===== src/hw/rtl/nlss_pkg.sv =====
`timescale 1ns / 1ps
// ----------------------------------------------------------------------------
// nlss_pkg: shared types and constants of the nearest lower symbol search
// Payload structs of the request and response channels, the token passed
// along the cell chain, the table write bus and the symbol type rules.
// ----------------------------------------------------------------------------
package nlss_pkg;

   // request codes
   localparam logic REQ_LOAD  = 1'b0;
   localparam logic REQ_QUERY = 1'b1;

   // symbol type rules
   localparam logic [7:0] TYPE_DEBUG_MASK = 8'hE0;
   localparam logic [7:0] TYPE_GLOBAL_BIT = 8'h01;
   localparam logic [7:0] TYPE_FILE_NAME  = 8'h1F;

   // distance reported when nothing qualifies
   localparam logic [30:0] DIST_NONE = 31'h7FFF_FFFF;

   // width of the symbol count register
   localparam int COUNT_W = 9;

   typedef struct packed {
      logic               req_type;
      logic [7:0]         entry_index;
      logic signed [31:0] address_value;
      logic [7:0]         symbol_type;
      logic               skip_lookup;
   } req_payload_type;

   typedef struct packed {
      logic        found;
      logic [7:0]  symbol_index;
      logic [30:0] distance;
   } rsp_payload_type;

   // search token handed from cell to cell
   typedef struct packed {
      logic               valid;
      logic               skip;
      logic signed [31:0] addr;
      logic               hit;
      logic [7:0]         idx;
      logic [30:0]        best_dist;
   } token_type;

   // table write bus broadcast to every cell
   typedef struct packed {
      logic               en;
      logic [7:0]         index;
      logic signed [31:0] value;
      logic [7:0]         stype;
   } wr_bus_type;

   // global, not debug, not a file name
   function automatic logic eligible(input logic [7:0] t);
      logic ok;
      ok = ((t & TYPE_DEBUG_MASK) == 8'h00)
           && ((t & TYPE_GLOBAL_BIT) != 8'h00)
           && (t != TYPE_FILE_NAME);
      return ok;
   endfunction

endpackage


===== src/hw/rtl/nlss_cell.sv =====
`timescale 1ns / 1ps
// ----------------------------------------------------------------------------
// nlss_cell: one symbol table slot of the search chain
// Holds one symbol value and type; updates a passing unskipped token when
// its eligible, in-count entry is closer at or below the searched address.
// ----------------------------------------------------------------------------
module nlss_cell #(
   parameter int CELL_INDEX = 0
) (
   input  logic                              clock,
   input  logic                              reset,
   input  nlss_pkg::wr_bus_type              wr_bus,
   input  logic [nlss_pkg::COUNT_W-1:0]      symbol_count,
   input  nlss_pkg::token_type               token_up,
   output nlss_pkg::token_type               token_down
);

   localparam logic [31:0] CELL_POS = 32'(CELL_INDEX);
   localparam logic [7:0]  CELL_TAG = CELL_POS[7:0];

   logic signed [31:0]  value_ff;
   logic [7:0]          stype_ff;
   logic                tok_valid_ff;
   nlss_pkg::token_type tok_ff;
   nlss_pkg::token_type tok_in;
   logic signed [32:0]  diff;
   logic                in_range;
   logic                take;

   // entry storage, written by a load that names this slot
   always_ff @(posedge clock) begin
      if (wr_bus.en && ({24'd0, wr_bus.index} == CELL_POS)) begin
         value_ff <= wr_bus.value;
         stype_ff <= wr_bus.stype;
      end
   end

   // exact distance, one bit wider so it cannot wrap
   assign diff     = {token_up.addr[31], token_up.addr} - {value_ff[31], value_ff};
   assign in_range = CELL_POS < {{(32 - nlss_pkg::COUNT_W){1'b0}}, symbol_count};
   assign take     = token_up.valid && !token_up.skip && in_range
                     && nlss_pkg::eligible(stype_ff) && !diff[32]
                     && (diff[31:0] < {1'b0, token_up.best_dist});

   // next token
   always_comb begin
      tok_in = token_up;
      if (take) begin
         tok_in.hit       = 1'b1;
         tok_in.idx       = CELL_TAG;
         tok_in.best_dist = diff[30:0];
      end
   end

   // token valid
   always_ff @(posedge clock) begin
      if (reset) begin
         tok_valid_ff <= 1'b0;
      end else begin
         tok_valid_ff <= token_up.valid;
      end
   end

   // token payload
   always_ff @(posedge clock) begin
      tok_ff <= tok_in;
   end

   always_comb begin
      token_down       = tok_ff;
      token_down.valid = tok_valid_ff;
   end

endmodule


===== config.mk =====
export PLATFORM = sky130hd
export DESIGN_NAME = nlss_cell
export DESIGN_NICKNAME = d
export VERILOG_FILES = /design/src/hw/rtl/nlss_pkg.sv /design/src/hw/rtl/nlss_cell.sv
export SDC_FILE = /design/constraint.sdc
export NUM_CORES = 1
export LEC_CHECK = 0
export ABC_AREA = 0
export BUFFER_PORTS_ARGS = -buffer_cell sky130_fd_sc_hd__buf_4
export CORE_ASPECT_RATIO = 1.5
export CORE_UTILIZATION = 27
export DETAILED_ROUTE_END_ITERATION = 8
export GPL_ROUTABILITY_DRIVEN = 1
export GPL_TIMING_DRIVEN = 0
export SETUP_SLACK_MARGIN = 0.2
export SLEW_MARGIN = 20
export SYNTH_ARGS = -nofsm -noshare
export SYNTH_HDL_FRONTEND = slang
export SYNTH_SLANG_ARGS = --single-unit

===== constraint.sdc =====
create_clock -name clock -period 6.1 [get_ports clock]
set_clock_uncertainty 0.05 [all_clocks]
set_input_delay 0.305 -clock clock [delete_from_list [all_inputs] [get_ports clock]]
set_output_delay 0.305 -clock clock [all_outputs]
set_load 0.01 [all_outputs]

==> run_results.csv, run 1 <==
group,metric,value,unit
logic_synthesis,yosys_most_used_dff,"dfxtp_1",
sta,post-route-period-util,87.34,%
final_layout,fin_area,0.009260,mm²
final_layout,final_layout_size_suffix_gt1_share,33.18,%
clocking,clock_sinks,114,
clocking,clk_pin_slew_worst_paths,0.05,ns
clocking,cts_tree,"done",
detailed_routing,vias_per_cell,4.445,
detailed_routing,drt_drc_violations_left,0,
floorplanning,floorplan.initialDensity,27.61,%
detailed_routing,wl,16.30,mm
logic_synthesis,muxShareOfSynthArea,8.441,%
logic_synthesis,synth-xor-area-share,3.202,%
pwr,p_clk_share,44.2,%
logic_synthesis,syn_nets,764,
pwr,vdd_drop_max,0.0001744,V
floorplanning,die_x,123.9,µm
logic_synthesis,ys_ff_latch,114,
pwr,p_leak,0.004343,µW
critical_path,cp.buffers_inverters,3,
logic_synthesis,synth_compound_area_share,13.28,%
clocking,cts-root-buf,"clkbuf_16",
grt,grt_pass1_wl,25.43,mm
final_layout,nNetsFinal,1070,
final_layout,final_cell_mix,"210 x buf_4, 74 x dlygate4sd3_1, 74 x dfxtp_1, 72 x inv_1, 62 x ha_1",
placement,post_dp_cell_area,0.007954,mm²
sta,setup_viol,0,
clocking,cts-buffers-inserted,17,
critical_path,path_cells,"dlygate4sd3_1, buf_4, ha_1, a21o_1, a221o_1, o21ba_2, nand2b_1, o21bai_1, mux2_2, nor2_1, ha_1, a21o_1, a21oi_1, nor2b_1, a2111oi_0, o21a_1, o221a_4, buf_6, mux2_4",
logic_synthesis,async_reset_ff_share,0,%
critical_path,path_delay_family,"compound AO/OA/AOI/OAI gates",
critical_path,cp_data_arrival_time,5.58,ns
pwr,swShare,25.87,%
sta,worst_slack,0.7722,ns
critical_path,path_class,"input port to flip-flop",
logic_synthesis,seq_area_frac_synth,44.57,%
grt,grt_remaining_overflow,0,
pwr,power_switching,550.6,µW
logic_synthesis,synth-simple-area-share,11.43,%
detailed_routing,ant_nets,0,
clocking,htree_levels,4,
floorplanning,fp.coreArea,0.02180,mm²
critical_path,cpPeakStageDelay,0.77,ns
sta,maxSlewViolCount,0,
grt,grt_pass1_vias,5275,
logic_synthesis,syn_inst,567,
min_path,hold_class,"input port to flip-flop",
clocking,ctsResizeCount,0,
pwr,p_int,1578,µW
placement,port_buffers,207,
final_layout,final_common_cell,"buf_4",
logic_synthesis,synthAdderAreaFrac,13.22,%
detailed_routing,firstDrtPassIters,5,
logic_synthesis,ys_types,59,
critical_path,worstSetupStartpointType,"input port",
sta,layout_min_cycle_time,5.328,ns
detailed_routing,drt_iter0_drc,197,
detailed_routing,vias,5152,
critical_path,required,6.35,ns
detailed_routing,wl_per_cell,14.06,µm
sta,worst_pin_slew,0.8958,ns
grt,grt.total_usage,15.02,%
floorplanning,row_count,66,
logic_synthesis,synth_edf_count,40,
pwr,power_density,229.9,mW/mm²
final_layout,fillerInstances,2139,
pwr,power_frac_seq,38.5,%
sta,slew_headroom,38.74,%
logic_synthesis,synth_top_family_by_area,"compound AO/OA/AOI/OAI gates",
critical_path,path_max_fanout,10,
pwr,pwr-share-comb,17.3,%
floorplanning,ios,208,
sta,grt_setup_unrepaired,"no",
placement,dp_slack,0.6586,ns
sta,hold_violations,0,
placement,routabilityCongestion,0.8189,
sta,fmax,187.7,MHz
logic_synthesis,ys_warn_count,0,
grt,antenna_found_initial,1,
placement,dp_hpwl,12.91,mm
job,maxCapViolCount,0,
logic_synthesis,synth.avg_cell_area,10.61,µm²
clocking,clockBufferDepth,2,
critical_path,crit_path_end_kind,"flip-flop",
final_layout,area_growth,53.87,%
outcome,outcome,"completed",
logic_synthesis,syn_area,0.006018,mm²
grt,grt_max_degree,17,
clocking,clk_latency,0.43,ns
floorplanning,dieArea,0.02290,mm²
critical_path,crit_slowest_cell,"a2111oi_0",
floorplanning,die_height,184.9,µm
==> state kept, by name, summed over array words and instances (netlist names) <==
signal / cells
tok_valid_ff: 1
stype_ff: 8
value_ff: 32
token_down: 73
==> synthesized netlist by cell type, types with 6 or more instances <==
library cell / number / area, µm²
a21oi_1: 38 / 190.2
edfxtp_1: 40 / 1201
nor2b_1: 15 / 93.84
a211oi_1: 9 / 67.56
mux2_4: 29 / 435.4
nand2b_1: 8 / 50.05
xor2_1: 6 / 52.55
nor2_1: 27 / 101.4
o21ai_0: 17 / 85.08
nand2_1: 25 / 93.84
nand4_1: 9 / 56.30
ha_1: 62 / 775.7
nand3_1: 9 / 45.04
o211ai_1: 7 / 52.55
dfxtp_1: 74 / 1481
a21o_1: 12 / 90.09
nor3_1: 7 / 35.03
inv_1: 72 / 270.3
xnor2_1: 16 / 140.1
a31oi_1: 6 / 37.54
==> repair_timing <==
item	CTS	global route
hold endpoints to repair	74	0
hold buffers	74	0
buffers inserted	0	0
==> stage by stage <==
stage,utilization [%],hold slack (ns),cells,total power [µW],TNS [ns]
CTS,42.46,0.006528,1158,2162,0
floorplan,-,0.2827,567,1011,0
detailed placement,36.48,0.3721,1052,1167,0
global placement,36.29,0.3696,1046,1163,-50.57
global route,42.48,0.007964,1159,2233,0
finish,42.48,0.02495,1159,2129,0
==> worst paths after layout <==
path / from / endpoint / slack [ns] / depth (start not counted)
setup / recovery: token_up[56] / token_down[17] / 0.77 / 19
hold / removal: wr_bus[31] / value_ff[23] / 0.02 / 1
setup reg to reg: value_ff[16] / token_down[17] / 0.94 / 18
hold reg to reg: value_ff[0] / token_down[0] / 0.54 / 2
==> kinds of logic after synthesis <==
kind of cell               Yosys count
muxes                               36
DFF                                114
xor gates and xnor gates            22
AOI/OAI and AO/OA                  118
adders and majority gates           63
buffers and inverters               84
and+or+nand+nor                    130
==> per-layer routing <==
metal	global-route usage (%)	vias to the layer above	wire length, µm
li1	-	2632	-
met1	14.90	2341	6154
met2	28.00	145	8863
met3	3.818	34	717
met4	7.905	0	563
met5	0	-	0
==> layout make-up <==
type / count / area, µm² / share of cell area (%)
clock buffer: 20 / 467.9 / 5.053
antenna: 1 / 2.502 / 0.02702
sequential: 114 / 2683 / 28.97
multi-input combinational: 369 / 2990 / 32.29
clock inverter: 12 / 95.09 / 1.027
inverter: 72 / 270.3 / 2.919
timing repair buffer: 287 / 2330 / 25.16
tap: 272 / 340.3 / 3.675
buffer: 12 / 81.33 / 0.8783
==> power by group through the flow <==
| stage | sequential, µW | combinational [µW] | clock, µW |
|---|---|---|---|
| final | 820 | 367 | 942 |
| after global routing | 822 | 411 | 1000 |
| after CTS | 819 | 372 | 971 |
| after detailed placement | 836 | 331 | 0 |
| after global placement | 836 | 327 | 0 |
| after floorplan | 850 | 161 | 0 |
(Power assumes the default switching activity.)
==> inputs of run 2 (changes only) <==
--- a/config.mk
+++ b/config.mk
@@ -12,6 +12,7 @@
 export DETAILED_ROUTE_END_ITERATION = 8
 export GPL_ROUTABILITY_DRIVEN = 1
 export GPL_TIMING_DRIVEN = 0
+export RECOVER_POWER = 100
 export SETUP_SLACK_MARGIN = 0.2
 export SLEW_MARGIN = 20
 export SYNTH_ARGS = -nofsm -noshare
==> run 2 against run 1 <==
Effect of this change:
- sequential share of layout area rose by 1.7 points
- flip-flop and latch count unchanged
- routed wire length increased by 0.24%
- largest power group unchanged
- design area down 5.4%
- global-route usage is the same
- largest cell class unchanged
- non-clock buffer count unchanged
- clock-buffer cell count stayed put
==> run_results.csv, run 2 (synthesis gave the netlist of run 1 again) <==
group,metric,value,unit
detailed_routing,wl,16.34,mm
final_layout,final_cell_mix,"111 x clkbuf_1, 74 x dlygate4sd3_1, 74 x dfxtp_1, 72 x inv_1, 62 x ha_1",
grt,grt.total_usage,15.02,%
placement,port_buffers,207,
critical_path,path_class,"input port to flip-flop",
pwr,vdd_drop_max,0.0001742,V
final_layout,area_growth,45.55,%
final_layout,fin_area,0.008760,mm²
clocking,clk_latency,0.43,ns
clocking,clock_sinks,114,
critical_path,crit_path_end_kind,"flip-flop",
pwr,swShare,26.20,%
clocking,cts_tree,"done",
final_layout,fin_cells,1159,
pwr,power_density,238.4,mW/mm²
pwr,p_leak,0.003873,µW
floorplanning,dieArea,0.02290,mm²
floorplanning,die_x,123.9,µm
job,maxCapViolCount,0,
grt,met1_usage,14.90,%
floorplanning,floorplan.initialDensity,27.61,%
pwr,power_switching,547.3,µW
clocking,clk_pin_slew_worst_paths,0.06,ns
grt,grt_pass1_vias,5275,
critical_path,required,6.36,ns
pwr,p_total,2089,µW
final_layout,multi_input_area,0.002874,mm²
grt,grt_pass1_wl,25.43,mm
outcome,outcome,"completed",
clocking,cts_setup_buffers,0,
pwr,p_int,1541,µW
clocking,clockBufferDepth,2,
critical_path,path_max_fanout,10,
final_layout,fillerInstances,2272,
detailed_routing,ant_nets,0,
placement,dp_hpwl,12.91,mm
detailed_routing,drt_drc_violations_left,0,
sta,worst_slack,0.5983,ns
detailed_routing,drt_iter0_drc,181,
detailed_routing,firstDrtPassIters,5,
final_layout,final_common_cell,"clkbuf_1",
detailed_routing,wl_per_cell,14.10,µm
sta,grt_setup_unrepaired,"no",
clocking,htree_levels,4,
clocking,cts-buffers-inserted,17,
sta,whs,0.03880,ns
detailed_routing,vias_per_cell,4.429,
placement,routabilityCongestion,0.8189,
sta,worst_pin_slew,1.232,ns
sta,post-route-period-util,90.19,%
critical_path,worstSetupStartpointType,"input port",
final_layout,final_layout_size_suffix_gt1_share,17.95,%
critical_path,cp_data_arrival_time,5.76,ns
floorplanning,fp.coreArea,0.02180,mm²
grt,grt_busiest_layer,"met2",
grt,met3_usage,3.818,%
sta,slew_headroom,17.08,%
clocking,cts-root-buf,"clkbuf_16",
pwr,pwr-share-comb,15.7,%
placement,dp_cells,1052,
sta,setup_viol,0,
pwr,p_clk_share,45.1,%
grt,grt_remaining_overflow,0,
detailed_routing,vias,5133,
final_layout,largest_reg_flops,73,
final_layout,nNetsFinal,1070,
grt,use_met2,28.00,%
sta,layout_min_cycle_time,5.502,ns
placement,post_dp_cell_area,0.007954,mm²
floorplanning,die_height,184.9,µm
sta,fmax,181.8,MHz
grt,antenna_found_initial,1,
floorplanning,ios,208,
final_layout,seq_area,0.002683,mm²
pwr,power_frac_seq,39.2,%
placement,dp_slack,0.6586,ns
grt,grt_max_degree,17,
floorplanning,row_count,66,
min_path,hold_class,"input port to flip-flop",
sta,hold_violations,0,
sta,maxSlewViolCount,0,
run 2: changes by cell type in the layout (fill, tap and decap cells not counted), moves of 4 or more:
cell	change
buf_2	-4
clkbuf_4	+50
buf_4	-151
mux2_1	+27
mux2_4	-27
clkbuf_1	+105
run 2: path summary, 6_finish.rpt:
check	startpoint	endpoint	slack [ns]	depth (start not counted)
setup / recovery	token_up[56]	token_down[5]	0.60	19
hold / removal	token_up[37]	token_down[37]	0.04	2
setup reg to reg	value_ff[16]	token_down[5]	0.77	18
hold reg to reg	value_ff[0]	token_down[0]	0.54	2
run 2: power groups by stage:
stage               clock network, µW  logic, µW  registers (µW)
finish                            941        329             819
global route                     1000        372             821
CTS                               971        372             819
detailed placement                  0        331             836
global placement                    0        327             836
floorplan                           0        161             850
run 2: critical path: stages:
cell	delay, ns
dlygate4sd3_1	0.53
clkbuf_1	0.14
ha_1	0.41
a21o_1	0.22
a221o_1	0.31
o21ba_1	0.21
nand2b_1	0.18
o21bai_1	0.31
mux2_2	0.38
nor2_1	0.18
ha_1	0.27
a21o_1	0.16
a21oi_1	0.14
nor2b_1	0.06
a2111oi_0	0.82
o21a_1	0.21
o221a_1	0.34
buf_6	0.22
mux2_1	0.35
run 2: routing by layer:
| metal | wire [µm] | vias to the layer above |
|---|---|---|
| li1 | - | 2630 |
| met4 | 541 | 0 |
| met1 | 6227 | 2318 |
| met5 | 0 | - |
| met2 | 8781 | 152 |
| met3 | 788 | 33 |
run 2: timing repair:
item	in CTS	in global routing
endpoints found under the hold margin	74	0
gates resized for setup	0	0
hold buffers	74	0
endpoints found under the setup margin	0	0
run 2: layout make-up:
class / count / share of cell area [%]
Antenna cell: 1 / 0.02857
Clock buffer: 20 / 5.342
Timing Repair Buffer: 287 / 22.21
Buffer: 12 / 0.9284
Sequential cell: 114 / 30.62
Multi-Input combinational cell: 369 / 32.81
Inverter: 72 / 3.085
Clock inverter: 12 / 1.086
Tap cell: 272 / 3.885
run 2: through the flow:
step           utilization, %  setup TNS (ns)
2_1_floorplan               -               0
3_3_place_gp            36.29          -50.57
3_5_place_dp            36.48               0
4_1_cts                 42.46               0
5_1_grt                 40.18               0
6_report                40.18               0
==> inputs of run 3 (changes only) <==
--- a/config.mk
+++ b/config.mk
@@ -5,13 +5,13 @@
 export SDC_FILE = /design/constraint.sdc
 export NUM_CORES = 1
 export LEC_CHECK = 0
-export ABC_AREA = 0
 export BUFFER_PORTS_ARGS = -buffer_cell sky130_fd_sc_hd__buf_4
 export CORE_ASPECT_RATIO = 1.5
 export CORE_UTILIZATION = 27
 export DETAILED_ROUTE_END_ITERATION = 8
 export GPL_ROUTABILITY_DRIVEN = 1
 export GPL_TIMING_DRIVEN = 0
+export MAX_ROUTING_LAYER = met4
 export RECOVER_POWER = 100
 export SETUP_SLACK_MARGIN = 0.2
 export SLEW_MARGIN = 20
==> run 3 against run 2 <==
Effect of this change:
- sequential power about the same
- first-iteration DRC count up 0.55%
- largest cell class unchanged
- routed wire length about the same
- final cell count unchanged
- total power about the same
- critical path depth unchanged
- sequential share of layout area about the same
- clock-buffer cell count unchanged
- highest routed layer unchanged
- register-to-register slack better by 0.06 ns
- worst hold slack better by 0.0038 ns
- non-clock buffer count unchanged
- global-route usage up 0.42 points
==> run_results.csv, run 3 (synthesis gave the netlist of run 1 again) <==
group,metric,value,unit
clocking,clk_latency,0.42,ns
floorplanning,die_height,184.9,µm
final_layout,final_layout_size_suffix_gt1_share,18.17,%
final_layout,nNetsFinal,1070,
placement,port_buffers,207,
clocking,clock_sinks,114,
placement,routabilityCongestion,0.8321,
clocking,cts-root-buf,"clkbuf_16",
placement,post_dp_cell_area,0.007954,mm²
grt,grt_busiest_layer,"met2",
floorplanning,ios,208,
critical_path,path_delay_family,"compound AO/OA/AOI/OAI gates",
sta,finalSetupTns,0,ns
pwr,p_leak,0.003878,µW
clocking,cts_tree,"done",
clocking,cts_hold_buf,74,
floorplanning,row_count,66,
final_layout,largest_reg_flops,73,
critical_path,path_cells,"dlygate4sd3_1, clkbuf_1, ha_1, a21o_1, a221o_1, o21ba_1, nand2b_1, o21bai_1, mux2_2, nor2_1, ha_1, a21o_1, a21oi_1, nor2b_1, a2111oi_0, o21a_1, o221a_1, buf_6, mux2_1",
critical_path,required,6.35,ns
final_layout,post-route-util,40.21,%
detailed_routing,drt_iter0_drc,182,
outcome,outcome,"completed",
detailed_routing,ant_nets,0,
detailed_routing,wl_per_cell,14.10,µm
min_path,hold_class,"input port to flip-flop",
critical_path,cp.buffers_inverters,3,
detailed_routing,wl,16.34,mm
sta,post-route-period-util,89.19,%
clocking,ctsResizeCount,0,
critical_path,worstSetupPathDepth,19,
critical_path,cpPeakStageDelay,0.76,ns
sta,worst_pin_slew,1.231,ns
floorplanning,fp.coreArea,0.02180,mm²
grt,antenna_found_initial,1,
critical_path,r2r_cells,18,
final_layout,final_common_cell,"clkbuf_1",
critical_path,worstSetupStartpointType,"input port",
detailed_routing,firstDrtPassIters,4,
grt,grt_remaining_overflow,0,
final_layout,final_cell_mix,"111 x clkbuf_1, 74 x dlygate4sd3_1, 74 x dfxtp_1, 72 x inv_1, 62 x ha_1",
detailed_routing,vias,5147,
final_layout,fillerInstances,2268,
pwr,power_density,238.1,mW/mm²
grt,met1_usage,14.92,%
clocking,clk_pin_slew_worst_paths,0.06,ns
sta,fmax,183.8,MHz
detailed_routing,drt_drc_violations_left,0,
min_path,holdPathStages,2,
clocking,htree_levels,4,
clocking,cts-buffers-inserted,17,
critical_path,crit_path_end_kind,"flip-flop",
grt,grt_pass1_vias,5274,
grt,use_met2,28.09,%
sta,slew_headroom,17.16,%
clocking,cts_setup_buffers,0,
grt,met3_usage,3.325,%
sta,setup_viol,0,
detailed_routing,vias_per_cell,4.441,
grt,grt_max_degree,17,
sta,maxSlewViolCount,0,
sta,layout_min_cycle_time,5.440,ns
critical_path,crit_slowest_cell,"a2111oi_0",
job,maxCapViolCount,0,
floorplanning,floorplan.initialDensity,27.61,%
grt,grt.total_usage,15.43,%
critical_path,path_max_fanout,10,
pwr,vdd_drop_max,0.0001730,V
sta,grt_setup_unrepaired,"no",
clocking,clockBufferDepth,2,
critical_path,path_class,"input port to flip-flop",
final_layout,fin_area,0.008767,mm²
sta,hold_violations,0,
placement,dp_hpwl,12.91,mm
final_layout,area_growth,45.68,%
floorplanning,dieArea,0.02290,mm²
grt,grt_pass1_wl,25.41,mm
floorplanning,die_x,123.9,µm
critical_path,cp_data_arrival_time,5.69,ns
[run 3: cell counts in the layout (fill, tap and decap cells not counted)]
Identical to the previous run, type by type.
[run 3: final timing paths]
| kind | start | to | slack [ns] |
|---|---|---|---|
| min reg2reg | value_ff[0] | token_down[0] | 0.54 |
| max | token_up[56] | token_down[2] | 0.66 |
| max reg2reg | value_ff[16] | token_down[2] | 0.83 |
| min | token_up[37] | token_down[37] | 0.04 |
[run 3: where the power goes]
part	switching (µW)	internal [µW]	total, µW
Sequential	5.91	813	819
Clock	381	559	940
Combinational	159	170	329
Total	546	1540	2090
[run 3: metal layers]
metal  wire length (µm)  vias to the layer above
li1                   -                     2632
met1               6161                     2338
met2               8855                      145
met3                771                       32
met4                554                        0
met5                  0                        -
[run 3: final cells by class]
cell class                      instances  area (µm²)  share of cell area, %
Antenna cell                            1       2.502                0.02854
Buffer                                 12       81.33                 0.9276
Inverter                               72       270.3                  3.083
Timing Repair Buffer                  287        1946                  22.19
Tap cell                              272       340.3                  3.882
Clock inverter                         12       95.09                  1.085
Sequential cell                       114        2683                  30.60
Multi-Input combinational cell        369        2882                  32.87
Clock buffer                           20       467.9                  5.338
[run 3: per-stage QoR]
| stage | hold slack (ns) | total power [µW] | setup slack, ns | instances |
|---|---|---|---|---|
| 4_1_cts | 0.006528 | 2162 | 0.5516 | 1158 |
| 2_1_floorplan | 0.2827 | 1011 | 1.036 | 567 |
| 5_1_grt | 0.02265 | 2193 | 0.1997 | 1159 |
| 3_3_place_gp | 0.3696 | 1163 | -1.268 | 1046 |
| 3_5_place_dp | 0.3721 | 1167 | 0.6586 | 1052 |
| 6_report | 0.04260 | 2088 | 0.6595 | 1159 |
